[src/rtl/core/assert_macros.svh]
// assertion macros used by the top-level rtl file
`ifndef ASSERT_MACROS_SVH
`define ASSERT_MACROS_SVH

// checked property, ignored while reset is high
`define BPLB_ASSERT(lbl, prop) \
  lbl: assert property (@(posedge clk) disable iff (rst) prop) \
    else $error("bplb assertion failed");

// checked property, also during reset
`define BPLB_ASSERT_ALWAYS(lbl, prop) \
  lbl: assert property (@(posedge clk) prop) \
    else $error("bplb assertion failed");

`endif

[src/rtl/core/bplb_pkg.sv]
// shared constants for the button press classifier and led blinker
`default_nettype none

package bplb_pkg;

  localparam int unsigned TIMER_WIDTH_DEFAULT = 16;
  localparam int unsigned CFG_WIDTH = 16;
  localparam int unsigned CFG_INDEX_WIDTH = 2;

  // configuration register indexes
  localparam logic [CFG_INDEX_WIDTH-1:0] REG_DEBOUNCE   = 2'd0;
  localparam logic [CFG_INDEX_WIDTH-1:0] REG_LONG_PRESS = 2'd1;
  localparam logic [CFG_INDEX_WIDTH-1:0] REG_BLINK_BASE = 2'd2;

  localparam logic [CFG_WIDTH-1:0] DEBOUNCE_RESET   = 16'd5;
  localparam logic [CFG_WIDTH-1:0] LONG_PRESS_RESET = 16'd200;
  localparam logic [CFG_WIDTH-1:0] BLINK_BASE_RESET = 16'd100;

  // button state codes
  localparam logic [2:0] ST_IDLE       = 3'd0;
  localparam logic [2:0] ST_DEBOUNCING = 3'd1;
  localparam logic [2:0] ST_PRESSED    = 3'd2;
  localparam logic [2:0] ST_HELD       = 3'd3;
  localparam logic [2:0] ST_DOWN       = 3'd4;
  localparam logic [2:0] ST_RELEASED   = 3'd5;

  // led mode codes
  localparam logic [2:0] LED_OFF        = 3'd0;
  localparam logic [2:0] LED_MODE_FIRST = 3'd1;
  localparam logic [2:0] LED_MODE_LAST  = 3'd4;

endpackage

`default_nettype wire

[src/rtl/core/bplb_press.sv]
// press classification state machine with debounce and long-press timer
`default_nettype none

module bplb_press #(
  parameter int unsigned TIMER_WIDTH = bplb_pkg::TIMER_WIDTH_DEFAULT
) (
  input  wire logic                   clk,
  input  wire logic                   rst,
  input  wire logic                   step,
  input  wire logic                   level,
  input  wire logic [TIMER_WIDTH-1:0] debounce_max,
  input  wire logic [TIMER_WIDTH-1:0] long_max,
  output logic      [2:0]             state_now,
  output logic      [2:0]             state_next
);

  typedef enum logic [2:0] {
    S_IDLE       = bplb_pkg::ST_IDLE,
    S_DEBOUNCING = bplb_pkg::ST_DEBOUNCING,
    S_PRESSED    = bplb_pkg::ST_PRESSED,
    S_HELD       = bplb_pkg::ST_HELD,
    S_DOWN       = bplb_pkg::ST_DOWN,
    S_RELEASED   = bplb_pkg::ST_RELEASED
  } press_state_t;

  press_state_t           state;
  press_state_t           press_state_next;
  logic [TIMER_WIDTH-1:0] timer;
  logic [TIMER_WIDTH-1:0] timer_next;
  logic [TIMER_WIDTH-1:0] timer_inc;

  always_comb begin
    press_state_next = state;
    timer_next       = timer;
    timer_inc        = timer + TIMER_WIDTH'(1);
    case (state)
      S_DEBOUNCING: begin
        // blind wait, level ignored
        timer_next = timer_inc;
        if (timer_inc >= debounce_max) begin
          press_state_next = S_PRESSED;
          timer_next       = '0;
        end
      end
      S_PRESSED, S_DOWN: begin
        if (!level) begin
          press_state_next = (state == S_PRESSED) ? S_RELEASED : S_IDLE;
        end else if (timer >= long_max) begin
          press_state_next = S_HELD;
        end else begin
          timer_next = timer_inc;
        end
      end
      S_HELD: begin
        if (!level) begin
          press_state_next = S_IDLE;
        end else begin
          press_state_next = S_DOWN;
          timer_next       = '0;
        end
      end
      S_RELEASED: begin
        press_state_next = S_IDLE;
      end
      default: begin
        if (level) begin
          press_state_next = S_DEBOUNCING;
          timer_next       = '0;
        end else begin
          press_state_next = S_IDLE;
        end
      end
    endcase
  end

  always_ff @(posedge clk) begin
    if (rst) begin
      state <= S_IDLE;
      timer <= '0;
    end else if (step) begin
      state <= press_state_next;
      timer <= timer_next;
    end
  end

  assign state_now  = state;
  assign state_next = press_state_next;

endmodule

`default_nettype wire

[src/rtl/core/bplb_blink.sv]
// led mode selection and blink half-period timer
`default_nettype none

module bplb_blink #(
  parameter int unsigned TIMER_WIDTH = bplb_pkg::TIMER_WIDTH_DEFAULT
) (
  input  wire logic                   clk,
  input  wire logic                   rst,
  input  wire logic                   step,
  input  wire logic [2:0]             press_next,
  input  wire logic [TIMER_WIDTH-1:0] base_max,
  output logic      [2:0]             mode_now,
  output logic                        lit
);

  logic [2:0]             mode;
  logic [2:0]             mode_next;
  logic [TIMER_WIDTH-1:0] timer;
  logic [TIMER_WIDTH-1:0] timer_next;
  logic [TIMER_WIDTH-1:0] timer_inc;
  logic [TIMER_WIDTH-1:0] half;
  logic                   phase;
  logic                   phase_next;

  always_comb begin
    mode_next = mode;
    if (press_next == bplb_pkg::ST_HELD) begin
      mode_next = (mode == bplb_pkg::LED_OFF) ? bplb_pkg::LED_MODE_FIRST : bplb_pkg::LED_OFF;
    end else if (press_next == bplb_pkg::ST_RELEASED && mode != bplb_pkg::LED_OFF) begin
      mode_next = (mode >= bplb_pkg::LED_MODE_LAST) ? bplb_pkg::LED_MODE_FIRST
                                                    : mode + 3'd1;
    end

    timer_inc  = timer + TIMER_WIDTH'(1);
    half       = base_max >> 2'(mode_next - bplb_pkg::LED_MODE_FIRST);
    timer_next = timer;
    phase_next = phase;
    if (mode_next == bplb_pkg::LED_OFF || mode_next > bplb_pkg::LED_MODE_LAST) begin
      // off: timer holds, led dark
      mode_next  = bplb_pkg::LED_OFF;
      phase_next = 1'b0;
    end else if (timer_inc >= half) begin
      phase_next = ~phase;
      timer_next = '0;
    end else begin
      timer_next = timer_inc;
    end
  end

  always_ff @(posedge clk) begin
    if (rst) begin
      mode  <= bplb_pkg::LED_OFF;
      timer <= '0;
      phase <= 1'b0;
    end else if (step) begin
      mode  <= mode_next;
      timer <= timer_next;
      phase <= phase_next;
    end
  end

  assign mode_now = mode;
  assign lit      = phase;

endmodule

`default_nettype wire

[src/rtl/core/button_press_classifier_led_blinker_unit.sv]
// Button press classifier and LED blinker. Each input transaction is one tick
// carrying the raw button level; it produces exactly one result transaction
// with the button state, LED mode and LED drive after that tick. The press
// machine and blinker registers double as the result register, so a result
// appears in the cycle after its input is accepted, and a new input is taken in
// every cycle in which the previous result is taken or none is pending: one
// item per cycle sustained, limited only by the downstream ready. Config writes
// are always ready and should only be issued while no transaction is in flight.
`default_nettype none

module button_press_classifier_led_blinker_unit #(
  parameter int unsigned TIMER_WIDTH = bplb_pkg::TIMER_WIDTH_DEFAULT
) (
  input  wire logic                                 clk,
  input  wire logic                                 rst,
  input  wire logic                                 cfg_valid,
  output logic                                      cfg_ready,
  input  wire logic [bplb_pkg::CFG_INDEX_WIDTH-1:0] cfg_index,
  input  wire logic [bplb_pkg::CFG_WIDTH-1:0]       cfg_data,
  input  wire logic                                 in_valid,
  output logic                                      in_ready,
  input  wire logic                                 button_level,
  output logic                                      out_valid,
  input  wire logic                                 out_ready,
  output logic      [2:0]                           button_state,
  output logic      [2:0]                           led_mode,
  output logic                                      led_lit
);

  localparam logic [32:0] TIMER_MAX = (33'd1 << TIMER_WIDTH) - 33'd1;

  logic [bplb_pkg::CFG_WIDTH-1:0] debounce_ticks;
  logic [bplb_pkg::CFG_WIDTH-1:0] long_press_ticks;
  logic [bplb_pkg::CFG_WIDTH-1:0] blink_base_ticks;
  logic [TIMER_WIDTH-1:0]         debounce_max;
  logic [TIMER_WIDTH-1:0]         long_max;
  logic [TIMER_WIDTH-1:0]         base_max;
  logic [2:0]                     press_next;
  logic                           step;

  // thresholds above the timer range saturate
  function automatic logic [TIMER_WIDTH-1:0] clamp_cfg(input logic [bplb_pkg::CFG_WIDTH-1:0] v);
    logic [32:0] w;
    w = 33'(v);
    return (w > TIMER_MAX) ? TIMER_WIDTH'(TIMER_MAX) : TIMER_WIDTH'(w);
  endfunction

  assign cfg_ready = 1'b1;

  always_ff @(posedge clk) begin
    if (rst) begin
      debounce_ticks   <= bplb_pkg::DEBOUNCE_RESET;
      long_press_ticks <= bplb_pkg::LONG_PRESS_RESET;
      blink_base_ticks <= bplb_pkg::BLINK_BASE_RESET;
    end else if (cfg_valid && cfg_ready) begin
      case (cfg_index)
        bplb_pkg::REG_DEBOUNCE:   debounce_ticks   <= cfg_data;
        bplb_pkg::REG_LONG_PRESS: long_press_ticks <= cfg_data;
        bplb_pkg::REG_BLINK_BASE: blink_base_ticks <= cfg_data;
        default: ;
      endcase
    end
  end

  assign debounce_max = clamp_cfg(debounce_ticks);
  assign long_max     = clamp_cfg(long_press_ticks);
  assign base_max     = clamp_cfg(blink_base_ticks);

  assign in_ready = !out_valid || out_ready;
  assign step     = in_valid && in_ready;

  always_ff @(posedge clk) begin
    if (rst) begin
      out_valid <= 1'b0;
    end else if (step) begin
      out_valid <= 1'b1;
    end else if (out_ready) begin
      out_valid <= 1'b0;
    end
  end

  bplb_press #(
    .TIMER_WIDTH(TIMER_WIDTH)
  ) u_press (
    .clk         (clk),
    .rst         (rst),
    .step        (step),
    .level       (button_level),
    .debounce_max(debounce_max),
    .long_max    (long_max),
    .state_now   (button_state),
    .state_next  (press_next)
  );

  bplb_blink #(
    .TIMER_WIDTH(TIMER_WIDTH)
  ) u_blink (
    .clk       (clk),
    .rst       (rst),
    .step      (step),
    .press_next(press_next),
    .base_max  (base_max),
    .mode_now  (led_mode),
    .lit       (led_lit)
  );

`include "assert_macros.svh"

  `BPLB_ASSERT(a_off_is_dark, led_mode == bplb_pkg::LED_OFF |-> !led_lit)
  `BPLB_ASSERT(a_state_only_on_accept, !(in_valid && in_ready) |=> $stable(button_state))
  `BPLB_ASSERT(a_released_to_idle, in_valid && in_ready && button_state == bplb_pkg::ST_RELEASED |=> button_state == bplb_pkg::ST_IDLE)
  `BPLB_ASSERT_ALWAYS(a_ready_when_empty, !out_valid |-> in_ready)

endmodule

`default_nettype wire

[config.mk]
export PLATFORM = sky130hd
export DESIGN_NAME = button_press_classifier_led_blinker_unit
export DESIGN_NICKNAME = d
export VERILOG_FILES = /design/src/rtl/core/bplb_pkg.sv /design/src/rtl/core/bplb_press.sv /design/src/rtl/core/bplb_blink.sv /design/src/rtl/core/button_press_classifier_led_blinker_unit.sv
export VERILOG_INCLUDE_DIRS = /design/src /design/src/rtl/core
export SDC_FILE = /design/constraint.sdc
export NUM_CORES = 1
export LEC_CHECK = 0
export BUFFER_PORTS_ARGS = -buffer_cell sky130_fd_sc_hd__clkbuf_2
export CAP_MARGIN = 20
export CORE_MARGIN = 1
export CORE_UTILIZATION = 55
export CTS_BUF_LIST = sky130_fd_sc_hd__clkbuf_16
export CTS_CLUSTER_SIZE = 28
export DETAILED_ROUTE_END_ITERATION = 8
export GPL_ROUTABILITY_DRIVEN = 0
export PLACE_DENSITY = 0.76
export SYNTH_ARGS = -nofsm -noshare
export SYNTH_HDL_FRONTEND = slang
export SYNTH_SLANG_ARGS = --single-unit
[constraint.sdc]
create_clock -name clk -period 6.5 [get_ports clk]
set_input_delay 0.65 -clock clk [delete_from_list [all_inputs] [get_ports clk]]
set_output_delay 0.65 -clock clk [all_outputs]
set_load 0.01 [all_outputs]
==> impl_metrics.env, run 1 <==
export IMPL_cts_sinks=88
export IMPL_grt_pass1_wl_mm=22.4
export IMPL_fin_nets=822
export IMPL_whs_ns=0.455
export IMPL_cts_htree_levels=3
export IMPL_grtUsageTotal=0.251
export IMPL_vias=5175
export IMPL_initial_utilization=0.565
export IMPL_grt_max_degree=100
export IMPL_first_pass_iters=5
export IMPL_leakage_uw=0.00258
export IMPL_yosysWarnings=0
export IMPL_crit_required_ns=6.75
export IMPL_diodes=0
export IMPL_antenna_found_initial=0
export IMPL_endpoint_kind="flop"
export IMPL_die_h_um=105
export IMPL_die_area_mm2=0.0110
export IMPL_netlist_area_mm2=0.00580
export IMPL_via_per_inst=5.85
export IMPL_critPathLaunchType="flop"
export IMPL_syn_num_nets=781
export IMPL_max_stage_delay_ns=0.59
export IMPL_endpoint="u_blink.timer[10]"
export IMPL_finalSetupTns_ns=0
export IMPL_grt_pass1_vias=4924
export IMPL_io_pins=34
export IMPL_setup_viol=0
export IMPL_slew_headroom=0.285
export IMPL_synth_cell_types=67
export IMPL_period_minus_slack_ns=6.39
export IMPL_post_place_cells=850
export IMPL_reg2reg_slack_ns=0.11
export IMPL_arrival_ns=6.64
export IMPL_max_vdd_ir_drop_mv=0.144
export IMPL_globalRoute_totalOverflow=0
export IMPL_clk_pin_slew_ns=0.07
export IMPL_cts_hold_buf=0
export IMPL_finalHoldViolations=0
export IMPL_synth_edf_count=0
export IMPL_r2r_end="u_blink.timer[10]"
export IMPL_clk_latency_ns=0.35
export IMPL_core_rowCount=37
export IMPL_layoutNonFillerInstCount=885
export IMPL_drc=0
export IMPL_p_total_uw=1200
export IMPL_syn_area_per_cell_um2=8.25
export IMPL_dpl_hpwl_mm=9.79
export IMPL_fin_crit_sh=0.984
export IMPL_final_layout_size_suffix_gt1_frac=0.191
export IMPL_yosysSeqAreaShare=0.304
export IMPL_detail_route_antenna_nets=0
export IMPL_drt_iter0_drc=218
export IMPL_async_flop_share=0
export IMPL_port_buffers=32
export IMPL_area_growth_pct=15.8
export IMPL_worstHoldPathType="flop to flop"
export IMPL_syn_inst=703
export IMPL_wl_mm=13.8
export IMPL_die_w_um=105
export IMPL_synth_main_ff_cell="dfxtp_1"
export IMPL_wl_per_cell_um=15.5
export IMPL_crit_slowest_cell="or4_4"
export IMPL_rr_worst_depth=26
export IMPL_critical_path_max_fanout=9
export IMPL_status="completed"
export IMPL_crit_type="flop to flop"
export IMPL_cts_buffers=9
export IMPL_coreArea_mm2=0.0103
export IMPL_cts_tree="done"
export IMPL_maxCapViolCount=0
export IMPL_worstSetupStartpoint="u_press.timer[5]"
export IMPL_powerDensity_mw_per_mm2=178
export IMPL_yosys_register_bits=88
export IMPL_reg2reg_from="u_press.timer[5]"
export IMPL_skew_ns=0.00623
export IMPL_report_final_slew_viol_count=0
export IMPL_cts_root_buf="clkbuf_16"
export IMPL_cts_buffer_depth=2
export IMPL_tightest_slew_ns=1.07
export IMPL_fmax_mhz=156
## cells by family (layout without fill, tap and decap cells)
group | Yosys count | in the layout | synth area share
AND/OR/NAND/NOR | 246 | 246 | 0.208
adder cells (fa/ha/maj) | 54 | 54 | 0.116
flip-flops | 88 | 88 | 0.304
XOR/XNOR | 28 | 28 | 0.0423
other | 1 | 1 | 0.000646
multiplexers | 15 | 15 | 0.0595
buffers and inverters | 97 | 143 | 0.0664
AO/OA/AOI/OAI | 174 | 174 | 0.204
## power breakdown
part	switching (uW)	internal, uW	leakage, uW	total, uW
clock	227	258	0.000122	485
sequential	10.0	552	0.000716	562
combinational	90.9	58.8	0.00174	150
## through the flow
stage	setup slack (ns)	area [um^2]	util
CTS	0.0245	6390	0.622
global route	-0.208	6720	0.654
floorplan	0.0161	5820	-
global placement	0.224	6100	0.594
finish	0.106	6720	0.654
detailed placement	-0.113	6100	0.594
## worst min path at each step
stage | startpoint | endpoint | slack [ns] | cells past startpoint
finish | debounce_max[3] | debounce_max[3] | 0.46 | 2
global route | base_max[12] | base_max[12] | 0.47 | 2
CTS | base_max[4] | base_max[4] | 0.46 | 2
detailed placement | base_max[4] | base_max[4] | 0.45 | 2
global placement | base_max[10] | base_max[10] | 0.44 | 2
floorplan | base_max[0] | base_max[0] | 0.43 | 2
## metal layers
metal | vias up | global-route usage | share of wire
met4 | 0 | 0.0885 | 0.019
met1 | 2478 | 0.327 | 0.46
met3 | 24 | 0.0381 | 0.034
met2 | 106 | 0.421 | 0.49
met5 | - | 0 | 0
li1 | 2567 | - | -
## sequential cells by signal, summed over array words and instances, names as in the netlist
name	count
u_blink.mode_now	3
long_max	16
u_press.timer	16
u_blink.lit	1
u_blink.timer	16
u_press.state_now	3
base_max	16
out_valid	1
debounce_max	16
## cell usage in the layout (no fill, tap or decap), types with 6 or more instances in the layout
cell and instances:
nor3_1 6, a21o_1 8, nor2_1 30, a22oi_1 11, o21ai_0 9, buf_4 28, or3_1 16, a211oi_1 8
dfxtp_1 85, nand2b_1 10, mux4_2 9, nand3_1 12, nand2_1 125, inv_1 64, xor2_1 11, a21oi_1 81
ha_1 49, clkbuf_2 32, nand3b_1 7, nand4_1 7, o32ai_1 9, xnor2_1 16, clkbuf_16 9
## worst max-delay path: cells and delay by family, from the launching register on
kind	cells	cell delay, ns
AND/OR/NAND/NOR	9	2.12
AO/OA/AOI/OAI	9	1.99
adder cells (fa/ha/maj)	3	0.95
buffers and inverters	3	0.44
flip-flops	1	0.36
multiplexers	1	0.28
XOR/XNOR	1	0.17
## synth_stat cells (4+ instances only)
master,instances,share of area
a211o_1,5,0.0075
a211oi_1,8,0.010
a21o_1,8,0.010
a21oi_1,82,0.071
a22oi_1,11,0.014
a311oi_1,5,0.0075
buf_1,4,0.0026
clkbuf_1,26,0.017
dfxtp_1,88,0.30
ha_1,54,0.12
inv_1,64,0.041
mux4_1,5,0.023
mux4_2,8,0.031
nand2_1,126,0.082
nand2b_1,10,0.011
nand3_1,13,0.011
nand3b_1,7,0.0091
nand4_1,7,0.0075
nor2_1,31,0.020
nor3_1,8,0.0069
o21a_1,5,0.0065
o21ai_0,10,0.0086
o32ai_1,12,0.018
or3_1,16,0.017
xnor2_1,17,0.026
xor2_1,11,0.017
## final cells by class
class	instances	area [um^2]
Fill cell	855	3560
Clock inverter	7	47.5
Inverter	64	240
Tap cell	136	170
Clock buffer	9	225
Sequential cell	88	1770
Timing Repair Buffer	63	408
Multi-Input combinational cell	518	3860
## what timing repair did
item	CTS	global route
gates resized for setup	2	36
pin swaps	2	17
setup buffers	1	17
setup endpoints to repair	17	17
(Power assumes the default switching activity.)
==> run 2: changes to the inputs <==
CORE_ASPECT_RATIO = 0.9   (was default)
REMOVE_ABC_BUFFERS = 1   (was default)
==> impl_metrics.env, run 2 (synthesis results as in run 1) <==
export IMPL_arrival_ns=6.64
export IMPL_grt_pass1_wl_mm=22.6
export IMPL_die_h_um=99.4
export IMPL_hold_depth=2
export IMPL_crit_type="flop to flop"
export IMPL_grt_max_degree=100
export IMPL_die_area_mm2=0.0110
export IMPL_endpoint_kind="flop"
export IMPL_final_area_mm2=0.00674
export IMPL_core_rowCount=35
export IMPL_globalRoute_totalOverflow=0
export IMPL_dr_wl_met2_mm=6.87
export IMPL_slew_headroom=0.256
export IMPL_rr_worst_depth=28
export IMPL_cts_root_buf="clkbuf_16"
export IMPL_wl_per_cell_um=16.1
export IMPL_cpMostUsedCell="a21oi_1"
export IMPL_cts_htree_levels=3
export IMPL_diodes=0
export IMPL_wl_met1_mm=6.41
export IMPL_fin_crit_sh=0.983
export IMPL_clk_pin_slew_ns=0.07
export IMPL_finalHoldViolations=0
export IMPL_dpl_cell_area_mm2=0.00607
export IMPL_initial_utilization=0.566
export IMPL_setup_ws_ns=0.111
export IMPL_first_pass_iters=5
export IMPL_worstHoldPathType="flop to flop"
export IMPL_final_common_cell="nand2_1"
export IMPL_grtUsageTotal=0.262
export IMPL_drt_iter0_drc=464
export IMPL_vias=5230
export IMPL_powerDensity_mw_per_mm2=184
export IMPL_fmax_mhz=157
export IMPL_grt_pass1_vias=4968
export IMPL_critical_path_max_fanout=6
export IMPL_critPathLaunchType="flop"
export IMPL_area_growth_pct=16.1
export IMPL_period_minus_slack_ns=6.39
export IMPL_skew_ns=0.00582
export IMPL_port_buffers=32
export IMPL_drc=0
export IMPL_wl_met3_um=630
export IMPL_max_vdd_ir_drop_mv=0.188
export IMPL_leakage_uw=0.00262
export IMPL_crit_slowest_cell="o41ai_2"
export IMPL_cts_buffers=9
export IMPL_final_layout_size_suffix_gt1_frac=0.187
export IMPL_setup_viol=0
export IMPL_dpl_hpwl_mm=9.82
export IMPL_clk_latency_ns=0.35
export IMPL_post_place_cells=841
export IMPL_mostFrequentLayoutCells="125 x nand2_1, 85 x dfxtp_1, 82 x a21oi_1, 65 x inv_1, 52 x ha_1"
export IMPL_via_per_inst=5.96
export IMPL_wl_mm=14.1
export IMPL_io_pins=34
export IMPL_fin_nets=822
export IMPL_layoutNonFillerInstCount=878
export IMPL_post_place_ws_ns=-0.310
export IMPL_p_total_uw=1240
export IMPL_maxUsedRoutingLayer="met4"
export IMPL_max_stage_delay_ns=0.41
export IMPL_detail_route_antenna_nets=0
export IMPL_status="completed"
export IMPL_maxCapViolCount=0
export IMPL_finalSetupTns_ns=0
export IMPL_cts_buffer_depth=2
export IMPL_crit_required_ns=6.75
export IMPL_cts_tree="done"
export IMPL_report_final_slew_viol_count=0
export IMPL_coreArea_mm2=0.0102
export IMPL_tightest_slew_ns=1.11
export IMPL_cts_sinks=88
export IMPL_antenna_found_initial=0
export IMPL_die_w_um=110
## run 2: changes by cell type in the layout (fill, tap and decap cells not counted), sizes merged
cell	before	now
clkbuf	41	40
bufinv	0	1
clkinvlp	4	2
clkinv	2	1
inv	65	67
buf	31	32
## run 2: power by group
group          leakage (uW)  switching (uW)  internal (uW)
clock network      0.000144             231            299
logic               0.00176            91.3           59.0
registers          0.000716            10.5            551
total               0.00262             332            909
## run 2: final timing paths
check                                       from           endpoint  slack [ns]
worst max-delay path            u_press.timer[5]  u_blink.timer[13]        0.11
worst min-delay path            debounce_max[11]   debounce_max[11]        0.46
worst max register to register  u_press.timer[5]  u_blink.timer[13]        0.11
worst min register to register  debounce_max[11]   debounce_max[11]        0.46
## run 2: area by class of cell
cell class              count  area, um^2
multi-input cells         518        3850
fillers                   834        3510
flip-flops and latches     88        1770
repair buffers             63         415
inverters                  64         240
clock buffers               9         225
well taps                 129         161
clock inverters             7        71.3
## run 2: per-layer routing
metal | track usage | up-vias
li1 | - | 2561
met1 | 0.330 | 2507
met2 | 0.446 | 137
met3 | 0.0577 | 25
met4 | 0.0779 | 0
met5 | 0 | -
## run 2: per-stage QoR
stage / hold slack (ns) / utilization
global route: 0.483 / 0.658
CTS: 0.458 / 0.624
detailed placement: 0.448 / 0.592
global placement: 0.445 / 0.592
floorplan: 0.427 / -
finish: 0.457 / 0.658
## run 2: critical path: cells and delay by family (launching register included)
family	cells	cell delay (ns)
simple gates	7	1.31
xor+xnor	1	0.17
flops	1	0.36
mux	1	0.31
buf+inv	3	0.48
fa+ha+maj	3	0.95
compound gates	13	2.71
## run 2: what timing repair did
| item | in CTS | in global routing |
|---|---|---|
| buffers inserted | 2 | 17 |
| cloned | 0 | 1 |
| hold buffers | 0 | 0 |
| gates resized for setup | 4 | 41 |
| pin swaps | 3 | 19 |
| setup endpoints to repair | 17 | 17 |
==> run 3: changes to the inputs <==
BUFFER_PORTS_ARGS = default   (was -buffer_cell sky130_fd_sc_hd__clkbuf_2)
DONT_BUFFER_PORTS = 1   (was default)
PLACE_DENSITY = 0.73   (was 0.76)
==> impl_metrics.env, run 3 (synthesis results as in run 1) <==
export IMPL_clk_latency_ns=0.35
export IMPL_cts_hold_buf=0
export IMPL_powerDensity_mw_per_mm2=182
export IMPL_drt_iter0_drc=376
export IMPL_fin_util=0.652
export IMPL_wl_mm=14.3
export IMPL_arrival_ns=6.60
export IMPL_mostFrequentLayoutCells="125 x nand2_1, 85 x dfxtp_1, 76 x a21oi_1, 64 x inv_1, 50 x ha_1"
export IMPL_pwr_share_clk=0.436
export IMPL_endpoint_kind="flop"
export IMPL_combinationalPowerShare=0.102
export IMPL_drc=0
export IMPL_p_sw_frac=0.258
export IMPL_fin_nets=794
export IMPL_diodes=0
export IMPL_wl_met1_mm=6.17
export IMPL_vias=5155
export IMPL_coreArea_mm2=0.0102
export IMPL_cts_buffers=9
export IMPL_cts_htree_levels=3
export IMPL_die_h_um=99.4
export IMPL_die_w_um=110
export IMPL_rr_worst_depth=26
export IMPL_worstSetupStartpoint="u_press.timer[4]"
export IMPL_setup_viol=0
export IMPL_cts_root_buf="clkbuf_16"
export IMPL_post_place_ws_ns=-0.304
export IMPL_setup_ws_ns=0.162
export IMPL_critPathLaunchType="flop"
export IMPL_grtUsageTotal=0.258
export IMPL_core_rowCount=35
export IMPL_report_final_slew_viol_count=0
export IMPL_grt_pass1_vias=4795
export IMPL_tightest_slew_ns=1.06
export IMPL_clk_pin_slew_ns=0.07
export IMPL_period_minus_slack_ns=6.34
export IMPL_p_int_uw=902
export IMPL_rsz0062_at_grt="true"
export IMPL_cts_sinks=88
export IMPL_post_place_cells=810
export IMPL_hold_path_startpoint="rst"
export IMPL_wl_per_cell_um=16.8
export IMPL_via_per_inst=6.06
export IMPL_crit_required_ns=6.76
export IMPL_wl_met3_um=887
export IMPL_globalRoute_totalOverflow=0
export IMPL_endpoint="u_blink.timer[12]"
export IMPL_first_pass_iters=5
export IMPL_final_common_cell="nand2_1"
export IMPL_cts_tree="done"
export IMPL_cpMostUsedCell="a21o_1"
export IMPL_dr_wl_met2_mm=7.01
export IMPL_fmax_mhz=158
export IMPL_status="completed"
export IMPL_io_pins=34
export IMPL_r2r_end="u_blink.timer[12]"
export IMPL_reg2reg_from="u_press.timer[4]"
export IMPL_worstHoldPathType="input port to flop"
export IMPL_leakage_uw=0.00252
export IMPL_cts_buffer_depth=2
export IMPL_pwr_share_seq=0.462
export IMPL_crit_slowest_cell="or4_4"
export IMPL_crit_type="flop to flop"
export IMPL_finalHoldViolations=0
export IMPL_area_growth_pct=15.1
export IMPL_slew_headroom=0.288
export IMPL_max_stage_delay_ns=0.58
export IMPL_critical_path_max_fanout=8
export IMPL_antenna_found_initial=0
export IMPL_detail_route_antenna_nets=0
export IMPL_dpl_hpwl_mm=9.59
export IMPL_maxUsedRoutingLayer="met4"
export IMPL_maxCapViolCount=0
export IMPL_grt_pass1_wl_mm=22.1
export IMPL_fillers=845
export IMPL_fin_crit_sh=0.975
export IMPL_final_layout_size_suffix_gt1_frac=0.175
export IMPL_port_buffers=0
export IMPL_initial_utilization=0.566
export IMPL_grt_max_degree=100
export IMPL_skew_ns=0.0100
export IMPL_layoutNonFillerInstCount=850
export IMPL_switchingPower_uw=315
export IMPL_reg2reg_slack_ns=0.16
export IMPL_max_vdd_ir_drop_mv=0.167
export IMPL_die_area_mm2=0.0110
run 3: cell types whose count changed in the layout (fill, tap and decap cells not counted), moves of 3 or more:
cell / before / now
a21oi_1: 82 / 76
a21oi_2: 0 / 7
buf_4: 26 / 29
clkbuf_2: 31 / 0
o32ai_1: 9 / 5
o32ai_2: 2 / 7
run 3: stage by stage:
step	power, uW	hold slack (ns)	area (um^2)	TNS [ns]
final	1220	0.365	6680	0
after global routing	1260	0.357	6680	-1.02
after CTS	1210	0.363	6230	0
after detailed placement	685	0.442	5910	-4.32
after global placement	680	0.436	5910	0
after floorplan	658	0.427	5660	-3.29
run 3: worst min-delay path by stage:
stage / to / cells past startpoint
global route: u_press.timer[1] / 1
floorplan: base_max[0] / 2
detailed placement: base_max[12] / 2
global placement: base_max[10] / 2
finish: debounce_max[4] / 1
CTS: u_press.timer[3] / 1
run 3: timing repair:
action	CTS	global route
setup buffers	1	21
endpoints found under the setup margin	17	17
resized for setup	6	57
cloned	0	1
pin swaps	1	39
run 3: final cells by class:
cell class	count	area (um^2)	area share
inverter	64	240	0.0360
sequential	88	1770	0.265
tap	129	161	0.0242
clock buffer	9	225	0.0337
clock inverter	7	68.8	0.0103
multi-input combinational	518	3910	0.585
timing repair buffer	35	302	0.0451
run 3: metal layers:
| metal | global-route usage | up-vias |
|---|---|---|
| met5 | 0 | - |
| met4 | 0.0648 | 0 |
| met3 | 0.0675 | 23 |
| met2 | 0.433 | 134 |
| met1 | 0.328 | 2483 |
| li1 | - | 2515 |
run 3: critical path: cells and delay by family, from the launching register on:
family,cells,cell delay (ns)
DFF,1,0.37
AOI/OAI and AO/OA,11,2.31
muxes,1,0.34
xor gates and xnor gates,1,0.16
and+or+nand+nor,8,1.87
adders and majority gates,3,0.91
buffers and inverters,2,0.28
run 3: power by group through the flow:
stage	Combinational [uW]	Clock (uW)	Sequential [uW]
2_1_floorplan	85.0	0	573
3_3_place_gp	105	0	575
3_5_place_dp	109	0	576
4_1_cts	111	534	563
5_1_grt	139	558	564
6_report	125	530	562
